[config.mk]
export PLATFORM = sky130hd
export DESIGN_NAME = playfair_digraph_cipher
export DESIGN_NICKNAME = d
export VERILOG_FILES = /design/src/design/pfc_pkg.sv /design/src/design/playfair_digraph_cipher.sv /design/src/design/pfc_seq.sv
export SDC_FILE = /design/constraint.sdc
export NUM_CORES = 1
export LEC_CHECK = 0
export ABC_AREA = 1
export BUFFER_PORTS_ARGS = -buffer_cell sky130_fd_sc_hd__buf_4
export CAP_MARGIN = 20
export CORE_MARGIN = 2
export CORE_UTILIZATION = 65
export CTS_BUF_LIST = sky130_fd_sc_hd__clkbuf_2 sky130_fd_sc_hd__clkbuf_4 sky130_fd_sc_hd__clkbuf_8
export CTS_CLUSTER_SIZE = 40
export DETAILED_ROUTE_END_ITERATION = 10
export PLACE_DENSITY_LB_ADDON = 0.1
export SLEW_MARGIN = 20
export SYNTH_ARGS = -nofsm -noshare
export SYNTH_HDL_FRONTEND = slang
export SYNTH_SLANG_ARGS = --single-unit
[constraint.sdc]
create_clock -name clk -period 5.97 [get_ports clk]
set_input_delay 1.194 -clock clk [delete_from_list [all_inputs] [get_ports clk]]
set_output_delay 1.194 -clock clk [all_outputs]
set_load 0.02 [all_outputs]
[src/design/pfc_pkg.sv]
// pfc_pkg: shared types and constants for the playfair digraph cipher
// control word, sequencer status bundle, step numbers and command codes
// no dependencies
`default_nettype none

package pfc_pkg;

    localparam int LW = 5;

    typedef logic [LW-1:0] ltr_t;
    typedef logic [4:0]    step_t;

    // command codes on the opcode field
    localparam logic [2:0] OP_CLEAR  = 3'd0;
    localparam logic [2:0] OP_KEY    = 3'd1;
    localparam logic [2:0] OP_FINISH = 3'd2;
    localparam logic [2:0] OP_TEXT   = 3'd3;
    localparam logic [2:0] OP_END    = 3'd4;

    localparam ltr_t LTR_I    = 5'd8;
    localparam ltr_t LTR_J    = 5'd9;
    localparam ltr_t LTR_X    = 5'd23;
    localparam ltr_t LTR_MAX  = 5'd25;
    localparam ltr_t SQ_SIZE  = 5'd25;

    // finish iterator: keyword CIPHER at 0..5, the J-less alphabet at 6..30
    localparam ltr_t FIN_ALPHA = 5'd6;
    localparam ltr_t FIN_LAST  = 5'd30;

    typedef enum logic [3:0] {
        ACT_NONE,
        ACT_WAIT,
        ACT_CLEAR,
        ACT_PLACE_KEY,
        ACT_FIN_INIT,
        ACT_FIN_PLACE,
        ACT_SET_READY,
        ACT_HOLD,
        ACT_EMIT_ERR,
        ACT_LOAD_X,
        ACT_RD_SLOT_A,
        ACT_RD_SLOT_B,
        ACT_CALC,
        ACT_RD_SQ_X,
        ACT_RD_SQ_Y,
        ACT_EMIT_PAIR
    } act_t;

    typedef enum logic [2:0] {
        COND_NEXT,
        COND_ALWAYS,
        COND_READY,
        COND_NOT_READY,
        COND_HELD,
        COND_NOT_HELD,
        COND_ITER_MORE,
        COND_DISPATCH
    } cond_t;

    typedef struct packed {
        act_t  act;
        logic  emit;
        cond_t cond;
        step_t target;
    } ctl_t;

    typedef struct packed {
        logic       fire;
        logic [2:0] opcode;
        logic       letter_ok;
        logic       key_ready;
        logic       held_valid;
        logic       iter_more;
        logic       out_busy;
    } stat_t;

    // microprogram step numbers
    localparam step_t ST_IDLE     = 5'd0;
    localparam step_t ST_CLEAR    = 5'd1;
    localparam step_t ST_KEY      = 5'd2;
    localparam step_t ST_FIN_CHK  = 5'd3;
    localparam step_t ST_FIN_LOOP = 5'd4;
    localparam step_t ST_FIN_DONE = 5'd5;
    localparam step_t ST_TXT_CHK  = 5'd6;
    localparam step_t ST_TXT_HELD = 5'd7;
    localparam step_t ST_TXT_HOLD = 5'd8;
    localparam step_t ST_ERR      = 5'd9;
    localparam step_t ST_END_CHK  = 5'd10;
    localparam step_t ST_END_X    = 5'd11;
    localparam step_t ST_P_RDA    = 5'd12;
    localparam step_t ST_P_RDB    = 5'd13;
    localparam step_t ST_P_CALC   = 5'd14;
    localparam step_t ST_P_RDX    = 5'd15;
    localparam step_t ST_P_RDY    = 5'd16;
    localparam step_t ST_P_EMIT   = 5'd17;

endpackage

`default_nettype wire

[src/design/playfair_digraph_cipher.sv]
// playfair_digraph_cipher: top level, datapath with key square and letter slot memories
// depends on pfc_pkg and pfc_seq
//
//   channel  signals                                        dir
//   input    in_valid, in_ready, opcode, letter             in
//   output   out_valid, out_ready, first_letter,
//            second_letter, status                          out
//   config   cfg_valid, cfg_ready, cfg_data (direction)     in
//
// finish walks its list one place per cycle: the keyword CIPHER when no key letter was placed,
// then the J-less alphabet; once any key letter is placed, the walk starts at the alphabet.
// a pair takes four single-port reads in turn: two letter slots, then two square cells.
// rst_n clears key state, held letter, direction and the output valid flag; memories keep contents.
// a result waits in the output register while the next transaction is taken; the
// sequencer holds only when a second result finds it still full.
`default_nettype none

module playfair_digraph_cipher (
    input  wire logic              clk,
    input  wire logic              rst_n,
    input  wire logic              in_valid,
    output logic                   in_ready,
    input  wire logic [2:0]        opcode,
    input  wire pfc_pkg::ltr_t     letter,
    output logic                   out_valid,
    input  wire logic              out_ready,
    output pfc_pkg::ltr_t          first_letter,
    output pfc_pkg::ltr_t          second_letter,
    output logic                   status,
    input  wire logic              cfg_valid,
    output logic                   cfg_ready,
    input  wire logic              cfg_data
);
    import pfc_pkg::*;

    ctl_t  ctl;
    stat_t st;
    logic  fire;

    ltr_t  sq_mem [SQ_SIZE];
    ltr_t  slot_mem [LTR_MAX + 5'd1];

    logic [24:0] seen_reg, seen_next;
    ltr_t  fill_reg, fill_next;
    logic  ready_reg, ready_next;
    ltr_t  held_reg, held_next;
    logic  held_valid_reg, held_valid_next;
    ltr_t  cur_reg, cur_next;
    ltr_t  iter_reg, iter_next;
    logic  dir_reg, dir_next;
    ltr_t  pa_reg, pa_next;
    ltr_t  x_reg, x_next;
    ltr_t  y_reg, y_next;
    ltr_t  tmp_reg, tmp_next;
    logic  ov_reg, ov_next;
    ltr_t  o1_reg, o1_next;
    ltr_t  o2_reg, o2_next;
    logic  ost_reg, ost_next;
    ltr_t  sq_rd_reg;
    ltr_t  slot_rd_reg;

    ltr_t  place_code;
    ltr_t  place_bit;
    logic  place_en;
    ltr_t  slot_addr;
    ltr_t  sq_addr;
    logic [2:0] r1, c1, r2, c2, sh;
    logic [2:0] nr1, nc1, nr2, nc2;

    function automatic ltr_t fin_letter(ltr_t i);
        ltr_t v;
        case (i)
            5'd0:  v = 5'd2;   // C
            5'd1:  v = 5'd8;   // I
            5'd2:  v = 5'd15;  // P
            5'd3:  v = 5'd7;   // H
            5'd4:  v = 5'd4;   // E
            5'd5:  v = 5'd17;  // R
            default:
            begin
                // alphabet entries, skipping J
                if (i < 5'd15)
                    v = i - FIN_ALPHA;
                else
                    v = i - 5'd5;
            end
        endcase
        return v;
    endfunction

    function automatic logic [2:0] pos_row(ltr_t p);
        logic [2:0] r;
        if (p >= 5'd20)
            r = 3'd4;
        else if (p >= 5'd15)
            r = 3'd3;
        else if (p >= 5'd10)
            r = 3'd2;
        else if (p >= 5'd5)
            r = 3'd1;
        else
            r = 3'd0;
        return r;
    endfunction

    function automatic logic [2:0] pos_col(ltr_t p);
        ltr_t rx5;
        logic [2:0] r;
        r   = pos_row(p);
        rx5 = {r[2:0], 2'b00} + {2'b00, r};
        return 3'(p - rx5);
    endfunction

    function automatic logic [2:0] add_mod5(logic [2:0] v, logic [2:0] s);
        logic [3:0] t;
        t = {1'b0, v} + {1'b0, s};
        if (t >= 4'd5)
            t = t - 4'd5;
        return t[2:0];
    endfunction

    function automatic ltr_t to_pos(logic [2:0] r, logic [2:0] c);
        return {r[2:0], 2'b00} + {2'b00, r} + {2'b00, c};
    endfunction

    pfc_seq u_seq (
        .clk   (clk),
        .rst_n (rst_n),
        .st    (st),
        .ctl   (ctl)
    );

    assign in_ready  = (ctl.act == ACT_WAIT);
    assign fire      = in_valid && in_ready;
    assign cfg_ready = 1'b1;

    assign out_valid     = ov_reg;
    assign first_letter  = o1_reg;
    assign second_letter = o2_reg;
    assign status        = ost_reg;

    always_comb
    begin
        st.fire       = fire;
        st.opcode     = opcode;
        st.letter_ok  = (letter <= LTR_MAX);
        st.key_ready  = ready_reg;
        st.held_valid = held_valid_reg;
        st.iter_more  = (iter_reg != FIN_LAST);
        st.out_busy   = ov_reg && !out_ready;
    end

    // letter placement, shared by key letters and the finish walk
    always_comb
    begin
        place_code = (ctl.act == ACT_FIN_PLACE) ? fin_letter(iter_reg) : cur_reg;
        place_bit  = (place_code < LTR_J) ? place_code : place_code - 5'd1;
        place_en   = ((ctl.act == ACT_PLACE_KEY && !ready_reg) || ctl.act == ACT_FIN_PLACE)
                     && !seen_reg[place_bit] && (fill_reg < SQ_SIZE);
    end

    // pair geometry from the two square positions
    always_comb
    begin
        sh  = dir_reg ? 3'd4 : 3'd1;
        r1  = pos_row(pa_reg);
        c1  = pos_col(pa_reg);
        r2  = pos_row(slot_rd_reg);
        c2  = pos_col(slot_rd_reg);
        nr1 = add_mod5(r1, sh);
        nc1 = add_mod5(c1, sh);
        nr2 = add_mod5(r2, sh);
        nc2 = add_mod5(c2, sh);
    end

    always_comb
    begin
        slot_addr = (ctl.act == ACT_RD_SLOT_B) ? cur_reg : held_reg;
        sq_addr   = (ctl.act == ACT_RD_SQ_Y) ? y_reg : x_reg;
    end

    always_comb
    begin
        seen_next       = seen_reg;
        fill_next       = fill_reg;
        ready_next      = ready_reg;
        held_next       = held_reg;
        held_valid_next = held_valid_reg;
        cur_next        = cur_reg;
        iter_next       = iter_reg;
        dir_next        = dir_reg;
        pa_next         = pa_reg;
        x_next          = x_reg;
        y_next          = y_reg;
        tmp_next        = tmp_reg;
        ov_next         = ov_reg;
        o1_next         = o1_reg;
        o2_next         = o2_reg;
        ost_next        = ost_reg;

        if (cfg_valid)
            dir_next = cfg_data;

        if (ov_reg && out_ready)
            ov_next = 1'b0;

        if (fire)
            cur_next = (letter == LTR_J) ? LTR_I : letter;

        if (place_en)
        begin
            seen_next[place_bit] = 1'b1;
            fill_next            = fill_reg + 5'd1;
        end

        case (ctl.act)
            ACT_CLEAR:
            begin
                seen_next       = '0;
                fill_next       = '0;
                ready_next      = 1'b0;
                held_valid_next = 1'b0;
                held_next       = '0;
            end
            ACT_FIN_INIT:  iter_next = (fill_reg == 5'd0) ? 5'd0 : FIN_ALPHA;
            ACT_FIN_PLACE: iter_next = iter_reg + 5'd1;
            ACT_SET_READY: ready_next = 1'b1;
            ACT_HOLD:
            begin
                held_next       = cur_reg;
                held_valid_next = 1'b1;
            end
            ACT_EMIT_ERR:
            begin
                ov_next  = 1'b1;
                o1_next  = '0;
                o2_next  = '0;
                ost_next = 1'b1;
            end
            ACT_LOAD_X:    cur_next = LTR_X;
            ACT_RD_SLOT_B: pa_next = slot_rd_reg;
            ACT_CALC:
            begin
                if (r1 == r2 && c1 == c2)
                begin
                    x_next = to_pos(nr1, nc1);
                    y_next = to_pos(nr1, nc1);
                end
                else if (r1 == r2)
                begin
                    x_next = to_pos(r1, nc1);
                    y_next = to_pos(r2, nc2);
                end
                else if (c1 == c2)
                begin
                    x_next = to_pos(nr1, c1);
                    y_next = to_pos(nr2, c2);
                end
                else
                begin
                    // rectangle corners
                    x_next = to_pos(r1, c2);
                    y_next = to_pos(r2, c1);
                end
            end
            ACT_RD_SQ_Y:   tmp_next = sq_rd_reg;
            ACT_EMIT_PAIR:
            begin
                ov_next         = 1'b1;
                o1_next         = tmp_reg;
                o2_next         = sq_rd_reg;
                ost_next        = 1'b0;
                held_valid_next = 1'b0;
            end
            default: ;
        endcase
    end

    always_ff @(posedge clk or negedge rst_n)
    begin
        if (!rst_n)
        begin
            seen_reg       <= '0;
            fill_reg       <= '0;
            ready_reg      <= 1'b0;
            held_reg       <= '0;
            held_valid_reg <= 1'b0;
            iter_reg       <= '0;
            dir_reg        <= 1'b0;
            ov_reg         <= 1'b0;
        end
        else
        begin
            seen_reg       <= seen_next;
            fill_reg       <= fill_next;
            ready_reg      <= ready_next;
            held_reg       <= held_next;
            held_valid_reg <= held_valid_next;
            iter_reg       <= iter_next;
            dir_reg        <= dir_next;
            ov_reg         <= ov_next;
        end
    end

    always_ff @(posedge clk)
    begin
        cur_reg <= cur_next;
        pa_reg  <= pa_next;
        x_reg   <= x_next;
        y_reg   <= y_next;
        tmp_reg <= tmp_next;
        o1_reg  <= o1_next;
        o2_reg  <= o2_next;
        ost_reg <= ost_next;
    end

    // key square and letter slot memories, one write and one registered read each
    // the square read holds its data while the emit step waits on the output
    always_ff @(posedge clk)
    begin
        if (place_en)
        begin
            sq_mem[fill_reg]     <= place_code;
            slot_mem[place_code] <= fill_reg;
        end
        if (ctl.act == ACT_RD_SQ_X || ctl.act == ACT_RD_SQ_Y)
            sq_rd_reg <= sq_mem[sq_addr];
        slot_rd_reg <= slot_mem[slot_addr];
    end

endmodule

`default_nettype wire

[src/design/pfc_seq.sv]
// pfc_seq: microprogram sequencer with step counter, control rom and jumps
// depends on pfc_pkg
`default_nettype none

module pfc_seq (
    input  wire logic          clk,
    input  wire logic          rst_n,
    input  wire pfc_pkg::stat_t st,
    output pfc_pkg::ctl_t      ctl
);
    import pfc_pkg::*;

    step_t upc_reg;
    step_t upc_next;
    ctl_t  word;
    logic  stall;
    logic  jump;
    step_t entry;

    function automatic ctl_t mk(act_t a, logic e, cond_t c, step_t t);
        ctl_t w;
        w.act    = a;
        w.emit   = e;
        w.cond   = c;
        w.target = t;
        return w;
    endfunction

    function automatic ctl_t rom(step_t s);
        ctl_t w;
        case (s)
            ST_IDLE:     w = mk(ACT_WAIT,      1'b0, COND_DISPATCH,  ST_IDLE);
            ST_CLEAR:    w = mk(ACT_CLEAR,     1'b0, COND_ALWAYS,    ST_IDLE);
            ST_KEY:      w = mk(ACT_PLACE_KEY, 1'b0, COND_ALWAYS,    ST_IDLE);
            ST_FIN_CHK:  w = mk(ACT_FIN_INIT,  1'b0, COND_READY,     ST_IDLE);
            ST_FIN_LOOP: w = mk(ACT_FIN_PLACE, 1'b0, COND_ITER_MORE, ST_FIN_LOOP);
            ST_FIN_DONE: w = mk(ACT_SET_READY, 1'b0, COND_ALWAYS,    ST_IDLE);
            ST_TXT_CHK:  w = mk(ACT_NONE,      1'b0, COND_NOT_READY, ST_ERR);
            ST_TXT_HELD: w = mk(ACT_NONE,      1'b0, COND_HELD,      ST_P_RDA);
            ST_TXT_HOLD: w = mk(ACT_HOLD,      1'b0, COND_ALWAYS,    ST_IDLE);
            ST_ERR:      w = mk(ACT_EMIT_ERR,  1'b1, COND_ALWAYS,    ST_IDLE);
            ST_END_CHK:  w = mk(ACT_NONE,      1'b0, COND_NOT_HELD,  ST_IDLE);
            ST_END_X:    w = mk(ACT_LOAD_X,    1'b0, COND_NEXT,      ST_IDLE);
            ST_P_RDA:    w = mk(ACT_RD_SLOT_A, 1'b0, COND_NEXT,      ST_IDLE);
            ST_P_RDB:    w = mk(ACT_RD_SLOT_B, 1'b0, COND_NEXT,      ST_IDLE);
            ST_P_CALC:   w = mk(ACT_CALC,      1'b0, COND_NEXT,      ST_IDLE);
            ST_P_RDX:    w = mk(ACT_RD_SQ_X,   1'b0, COND_NEXT,      ST_IDLE);
            ST_P_RDY:    w = mk(ACT_RD_SQ_Y,   1'b0, COND_NEXT,      ST_IDLE);
            ST_P_EMIT:   w = mk(ACT_EMIT_PAIR, 1'b1, COND_ALWAYS,    ST_IDLE);
            default:     w = mk(ACT_NONE,      1'b0, COND_ALWAYS,    ST_IDLE);
        endcase
        return w;
    endfunction

    always_comb
    begin
        word  = rom(upc_reg);
        stall = word.emit && st.out_busy;

        // entry point of each command, bad letter codes fall back to idle
        entry = ST_IDLE;
        if (st.fire)
        begin
            case (st.opcode)
                OP_CLEAR:  entry = ST_CLEAR;
                OP_KEY:    entry = st.letter_ok ? ST_KEY : ST_IDLE;
                OP_FINISH: entry = ST_FIN_CHK;
                OP_TEXT:   entry = st.letter_ok ? ST_TXT_CHK : ST_IDLE;
                OP_END:    entry = ST_END_CHK;
                default:   entry = ST_IDLE;
            endcase
        end

        case (word.cond)
            COND_NEXT:      jump = 1'b0;
            COND_ALWAYS:    jump = 1'b1;
            COND_READY:     jump = st.key_ready;
            COND_NOT_READY: jump = !st.key_ready;
            COND_HELD:      jump = st.held_valid;
            COND_NOT_HELD:  jump = !st.held_valid;
            COND_ITER_MORE: jump = st.iter_more;
            default:        jump = 1'b0;
        endcase

        if (stall)
            upc_next = upc_reg;
        else if (word.cond == COND_DISPATCH)
            upc_next = entry;
        else if (jump)
            upc_next = word.target;
        else
            upc_next = upc_reg + 5'd1;

        ctl = word;
        if (stall)
            ctl.act = ACT_NONE;
    end

    always_ff @(posedge clk or negedge rst_n)
    begin
        if (!rst_n)
            upc_reg <= ST_IDLE;
        else
            upc_reg <= upc_next;
    end

endmodule

`default_nettype wire
== Yosys cells after proc, flatten, opt, wreduce, memory -nomap -nowiden ==
Memory sizes are Yosys's and may differ from the RTL's. A register that Yosys moved wholly into a read port is not among the register bits.
Index checks and enable logic that the tools add are counted.
Word-level totals
  memory bits (read-only): 352
  output and inout port bits: 14
  input port bits: 14
  bits in registers: 85
  bits in writable memories: 255
  memories kept: 3
Memories
  (name not given): words 32, width 11, rd ports 1, clocked after Yosys merged registers in 0, write ports 0, RTL line pfc_seq.sv:31  | case (s)
  slot_mem: words 26, width 5, rd ports 1, clocked after Yosys merged registers in 1, write ports 1, RTL line playfair_digraph_cipher.sv:41  | ltr_t slot_mem [LTR_MAX + 5'd1];
  sq_mem: words 25, width 5, rd ports 1, clocked after Yosys merged registers in 1, write ports 1, RTL line playfair_digraph_cipher.sv:40  | ltr_t sq_mem [SQ_SIZE];
Operators by class
  reduce and logical (&&, ||, !) cells: 27
  eq/ne operators: 34
  multiplexer cells: 54
  add/sub/neg operators: 27
  bitwise logic cells: 1
  order comparisons: 18
Operators by type and width (number)
  5-bit 2-to-1 mux: 17
  5-bit by 3-bit adder with 5-bit output: 11
  25-bit 2-to-1 mux: 2
  5-bit one-hot mux with 2 select lines: 4
  5-bit one-hot mux with 6 select lines: 1
  4-bit equality test (second input constant): 7
  3-bit 2-to-1 mux: 9
  25-bit bitwise OR: 1
  5-bit one-hot mux with 5 select lines: 1
  5-bit by 4-bit >= comparator with 1-bit output (second input constant): 4
  3-bit by 3-bit adder with 4-bit output: 4
  4-bit by 3-bit equality test with 1-bit output (second input constant): 4
  4-bit by 3-bit >= comparator with 1-bit output (second input constant): 4
  5-bit by 1-bit adder with 5-bit output (second input constant): 3
  3-bit equality test (second input constant): 5
  2-bit nonzero test: 7
  3-bit by 2-bit equality test with 1-bit output (second input constant): 4
  3-bit subtractor (second input constant): 4
  5-bit by 2-bit equality test with 1-bit output (second input constant): 2
  5-bit by 3-bit equality test with 1-bit output (second input constant): 2
  5-bit by 3-bit >= comparator with 1-bit output (second input constant): 2
  5-bit >= comparator (second input constant): 2
  5-bit zero test: 2
  5-bit by 4-bit < comparator with 1-bit output (second input constant): 2
  other kinds (26): 57

== Depth between registers and ports, before layout ==
  word-level depth: 15
  depth in mapped cells: 28
  depth with buffers taken out: 28

== By module ==
From an unflattened synthesis, not the netlist that was laid out.
Unflattened totals
  cell total of the unflattened synthesis: 1818
  area, all modules: 18192.4 sq um
By module, submodules not included
  playfair_digraph_cipher: seq. area each 10039.6 sq um, instances 1, cells an instance 1679, area each 17291.6 sq um
  pfc_seq: seq. area each 125.1 sq um, instances 1, cells an instance 139, area each 900.9 sq um

== Least setup slack after synthesis ==
No wires, ideal clock.
  kind: register to register
  from: register pa_reg[2]
  to: register y_reg[4], data pin
  arrival time: 4.781 ns
  required time: 5.692 ns
  setup time: 0.278 ns
  period minus slack after synthesis: 5.059 ns
  setup slack: 0.911 ns
  path buffers: 0
  stages on the path, launching flop included: 20
  path through: edfxtp_1 -> o21ai_0 -> inv_1 -> nor2_1 -> inv_1 -> fa_1 -> xnor2_1 -> xor2_1 -> ha_1 -> xnor2_1 -> nor2_1 -> a311o_1 -> o21ai_0 -> inv_1 -> fa_1 -> or2_2 -> a21oi_1 -> xor2_1 -> nand2_1 -> o311ai_0
Between the ends
  cells in the longest elaborated chain, start to end: 12
  elaborated cells between the ends (all ways): 27
  those cells by class: add/sub (9); order compare (6); eq/ne (2); mux (9); reduce/logical (1)
RTL lines
  start, declared: RTL line playfair_digraph_cipher.sv:51  | ltr_t pa_reg, pa_next;
  start signal, assigned: RTL line playfair_digraph_cipher.sv:308  | pa_reg <= pa_next;
  5-bit by 3-bit >= comparator with 1-bit output: RTL line playfair_digraph_cipher.sv:99  | else if (p >= 5'd5)
  1-bit 2-to-1 mux: RTL line playfair_digraph_cipher.sv:99
  2-bit 2-to-1 mux: RTL line playfair_digraph_cipher.sv:97  | else if (p >= 5'd10)
  2-bit 2-to-1 mux: RTL line playfair_digraph_cipher.sv:95  | else if (p >= 5'd15)
  3-bit 2-to-1 mux: RTL line playfair_digraph_cipher.sv:93  | if (p >= 5'd20)
  5-bit by 3-bit adder with 5-bit output
  3-bit subtractor: RTL line playfair_digraph_cipher.sv:111  | return 3'(p - rx5);
  3-bit by 3-bit adder with 4-bit output: RTL line playfair_digraph_cipher.sv:116  | t = {1'b0, v} + {1'b0, s};
  4-bit by 3-bit >= comparator with 1-bit output or 3-bit subtractor (tied branches): RTL line playfair_digraph_cipher.sv:117, playfair_digraph_cipher.sv:118
  3-bit 2-to-1 mux: RTL line playfair_digraph_cipher.sv:117  | if (t >= 4'd5)
  5-bit by 3-bit adder with 5-bit output: RTL line playfair_digraph_cipher.sv:123  | return {r[2:0], 2'b00} + {2'b00, r} + {2'b00, c};
  5-bit 2-to-1 mux (*): RTL line playfair_digraph_cipher.sv:244  | if (r1 == r2 && c1 == c2)
  end signal, assigned: RTL line playfair_digraph_cipher.sv:310  | y_reg <= y_next;
  end, declared: RTL line playfair_digraph_cipher.sv:53  | ltr_t y_reg, y_next;
Mark *: on every way between the ends. The rest lies on a longest branch, timed or not.
A chain may end at the register's enable or synchronous reset.

== Worst setup path after layout ==
Ends and elaborated chain as after synthesis.

==> impl.org <==
** Run status
- The flow ran to the end, and the final reports show no timing, DRC or antenna violations.

** Global route
- Largest net degree at the start of global routing :: 66
- The first global-routing pass estimated 69.3 mm of wire.
- Number of global-route vias before repair :: 13051
- For this run, the total global-route usage over all layers was measured as 0.306.
- Antenna violations before repair :: 0
- Aggregate global routing overflow :: 0

** Final layout
- Number of flip-flops in the largest register :: 130
- The repair_antennas step left the layout with diodes totalling 0.
- For this run, the post-layout net count is 1913.
- Most frequent standard cell in the layout excluding fill and tap cells :: edfxtp_1
- In the layout the commonest cells are edfxtp_1, nand2_1, nor2_1, o21ai_0, inv_1.
- Of the cells placed in the final design, the portion with a size suffix greater than 1 is 0.118.
- For this run, the number of standard cells in the final layout without fillers is 2208.
- Compared with the post-synthesis result, the final layout area differs by 9.62%.
- Filler cell count in the final layout :: 1964

** Timing
- Pins over their slew limit :: 0
- Dividing the final minimum period by the clock period gives 0.906.
- The worst pin sits at a relative slew slack of 0.298.
- Setup repair after global routing left no endpoint under its margin.
- Maximum frequency from static timing analysis :: 0.185 GHz
- The final number of hold-violating endpoints is 0.
- Number of failing setup endpoints in the final timing report :: 0
- Slew @ Worst Pin :: 1.05 ns
- The clock period could shrink to 5.41 ns.
- In the final timing run, aggregate negative setup slack is 0 ns.
- The clock arrives with 0.0625 ns of skew.

** Floorplanning
- Starting Density :: 0.665
- Floorplan die area :: 29000 um2
- Number of top-level pins :: 28
- Floorplan row count :: 60
- The floorplan step set the die width to 170 um.
- The die is 170 um tall.
- Core area :: 27000 um2

** Clock network
- Latest clock arrival within the worst-skew pair :: 0.62 ns
- In this run, post-CTS repair resized a total of 0 instances.
- Total number of H-tree levels :: 2
- TritonCTS built the clock tree.
- Worst-case clock buffer depth :: 3
- Post-CTS timing repair inserted 0 buffers for setup.
- The clock net in this run drives a total of 350 sinks.
- The number of clock buffers added by TritonCTS is 55.
- Post-CTS Hold Buffers :: 0
- Buffer type at the clock tree root :: clkbuf_8
- After clock tree synthesis, the clock-pin slew on the worst setup and hold paths is 0.06 ns.

** Logic synthesis
- Most used flip-flop cell after synthesis :: edfxtp_1
- For this run, the register share of the synthesized area comes to 0.566.
- Yosys synthesis warning count :: 0
- Fraction of synthesized cell area taken by the top area cell type :: 0.486
- Syn nets :: 1872
- Yosys mapped a number of flops with a built-in enable equal to 291.
- The biggest area contributor in the post-synthesis netlist is edfxtp_1.
- Area contributors post-synth :: edfxtp_1, dfrtp_1, nand2_1, o21ai_0, ha_1
- After synthesis the cells add up to 18000 um2.
- The cell count after synthesis came out at 1780.
- FFs w/ async S/R, synth :: 0.140
- Library cells used by synthesis :: 53
- In this run, synthesis produced a sequential element count of 350.
- Each instance of the synthesized netlist takes up on average 10.1 um2.

** Detailed routing
- Number of vias in the routed layout :: 13607
- After detailed routing, the number of remaining DRC violations is 0.
- For this block, the initial DRC count from the detailed router was 1527.
- Vias per cell :: 6.16
- Routed wire length per instance :: 19.5 um
- In this run the remaining antenna-violating nets after routing total 0.
- First-pass iteration count of the detailed router :: 5
- The final layout contains routed wiring with a total length of 43.0 mm.

** Worst setup path
- The startpoint identified for the worst register-to-register timing path is pa_reg[2]$_DFFE_PP_.
- Largest stage delay on the critical path :: 0.46 ns
- Worst Path Class, Setup :: reg2reg
- Worst Reg-to-Reg Cells :: 26
- Worst reg2reg setup slack :: 0.56 ns
- Crit start category :: flop
- For this design, the slowest cell found on the critical path is edfxtp_1.
- Most used cell, CP :: inv_1
- Max Fanout on Critical Path :: 5
- The worst register-to-register path ends at y_reg[4]$_DFFE_PN_.
- Sort of element at the end of the critical path :: flop
- Data arrival at the endpoint of the critical path :: 5.69 ns
- At the worst endpoint, the required time is 6.25 ns.

** Min path
- In this run the most critical hold path is launched from sq_rd_reg[2]$_DFFE_PP_.
- Along the worst hold path, the cell count comes to 0.
- The min-delay analysis places its worst path in the category reg2reg.
- The worst hold path terminates at tmp_reg[2]$_DFFE_PP_.

** Placed design
- DPL Wire Length :: 28.3 mm
- Counting tap cells, the placed design contains a total of 2105 instances.
- Final RePlAce weighted congestion :: 0.922
- Number of input and output port buffers inserted :: 26

** Run
- The tool flagged a number of max-cap violations equal to 0.
[layer usage]
metal | track usage | wire, um | part of all wire | vias to the layer above
met5 | 0 | 0 | 0 | -
met4 | 0.102 | 1260 | 0.029 | 0
met3 | 0.0391 | 3070 | 0.072 | 110
met2 | 0.499 | 20300 | 0.47 | 623
met1 | 0.431 | 18400 | 0.43 | 6485
li1 | - | - | - | 6389
[through the flow]
stage | util | worst slack, ns | hold slack (ns) | area (um2)
final | 0.729 | 0.558 | 0.414 | 19700
after global routing | 0.729 | 0.0806 | 0.424 | 19700
after CTS | 0.729 | 0.400 | 0.414 | 19700
after detailed placement | 0.684 | 0.417 | 0.439 | 18500
after global placement | 0.684 | 0.710 | 0.431 | 18500
after floorplan | - | 0.911 | 0.426 | 18000
[logic make-up after synthesis]
logic type,share of synthesized area
buffers and inverters,0.0555
flip-flops,0.566
other,0.000209
XOR/XNOR,0.0166
AO/OA/AOI/OAI,0.124
adder cells (fa/ha/maj),0.0585
AND/OR/NAND/NOR,0.180
[final cells by class]
type / count / area (um2) / share of cell area
flip-flops and latches: 350 / 10200 / 0.516
multi-input cells: 1186 / 6820 / 0.346
clock buffers: 66 / 846 / 0.0429
inverters: 165 / 621 / 0.0315
repair buffers: 63 / 473 / 0.0240
well taps: 341 / 427 / 0.0217
clock inverters: 37 / 353 / 0.0179
[critical path, delay by kind of cell, from the launching register on]
kind            cells  cell delay [ns]
fa+ha+maj           5             1.41
compound gates      5             0.98
flops               1             0.46
buf+inv             5             0.47
simple gates        6             0.94
xor+xnor            5             0.86
[worst max path at each step]
stage	from	end	slack [ns]	depth (start not counted)
after floorplan	pa_reg[2]$_DFFE_PP_	y_reg[4]$_DFFE_PN_	0.91	19
after global placement	pa_reg[2]$_DFFE_PP_	y_reg[4]$_DFFE_PN_	0.71	25
after detailed placement	pa_reg[2]$_DFFE_PP_	y_reg[4]$_DFFE_PN_	0.42	25
after CTS	pa_reg[2]$_DFFE_PP_	y_reg[4]$_DFFE_PN_	0.40	25
after global routing	pa_reg[2]$_DFFE_PP_	y_reg[4]$_DFFE_PN_	0.08	26
final	pa_reg[2]$_DFFE_PP_	y_reg[4]$_DFFE_PN_	0.56	26
[cell usage after synthesis (6+ instances only)]
library cell,n
buf_4,6
nor3_1,45
o21bai_1,23
o221ai_1,46
xnor2_1,11
nor2_4,6
inv_2,11
nand3_1,123
inv_1,150
nand2_4,6
dfrtp_1,49
nand2_2,10
o22ai_1,11
edfxtp_1,291
or2_2,10
xor2_1,23
dfxtp_1,10
o21ai_1,7
nor3_2,13
o21ai_0,188
buf_6,6
a31oi_1,15
o211ai_1,22
nand4_1,33
nor2_1,196
clkbuf_1,53
a21oi_1,23
fa_1,10
ha_1,68
nand2_1,260
a21o_1,6
buf_2,10
Power is left out: the tool's default activity adds up to more than one toggle a clock period on the data nets, which glitch-free logic cannot reach.
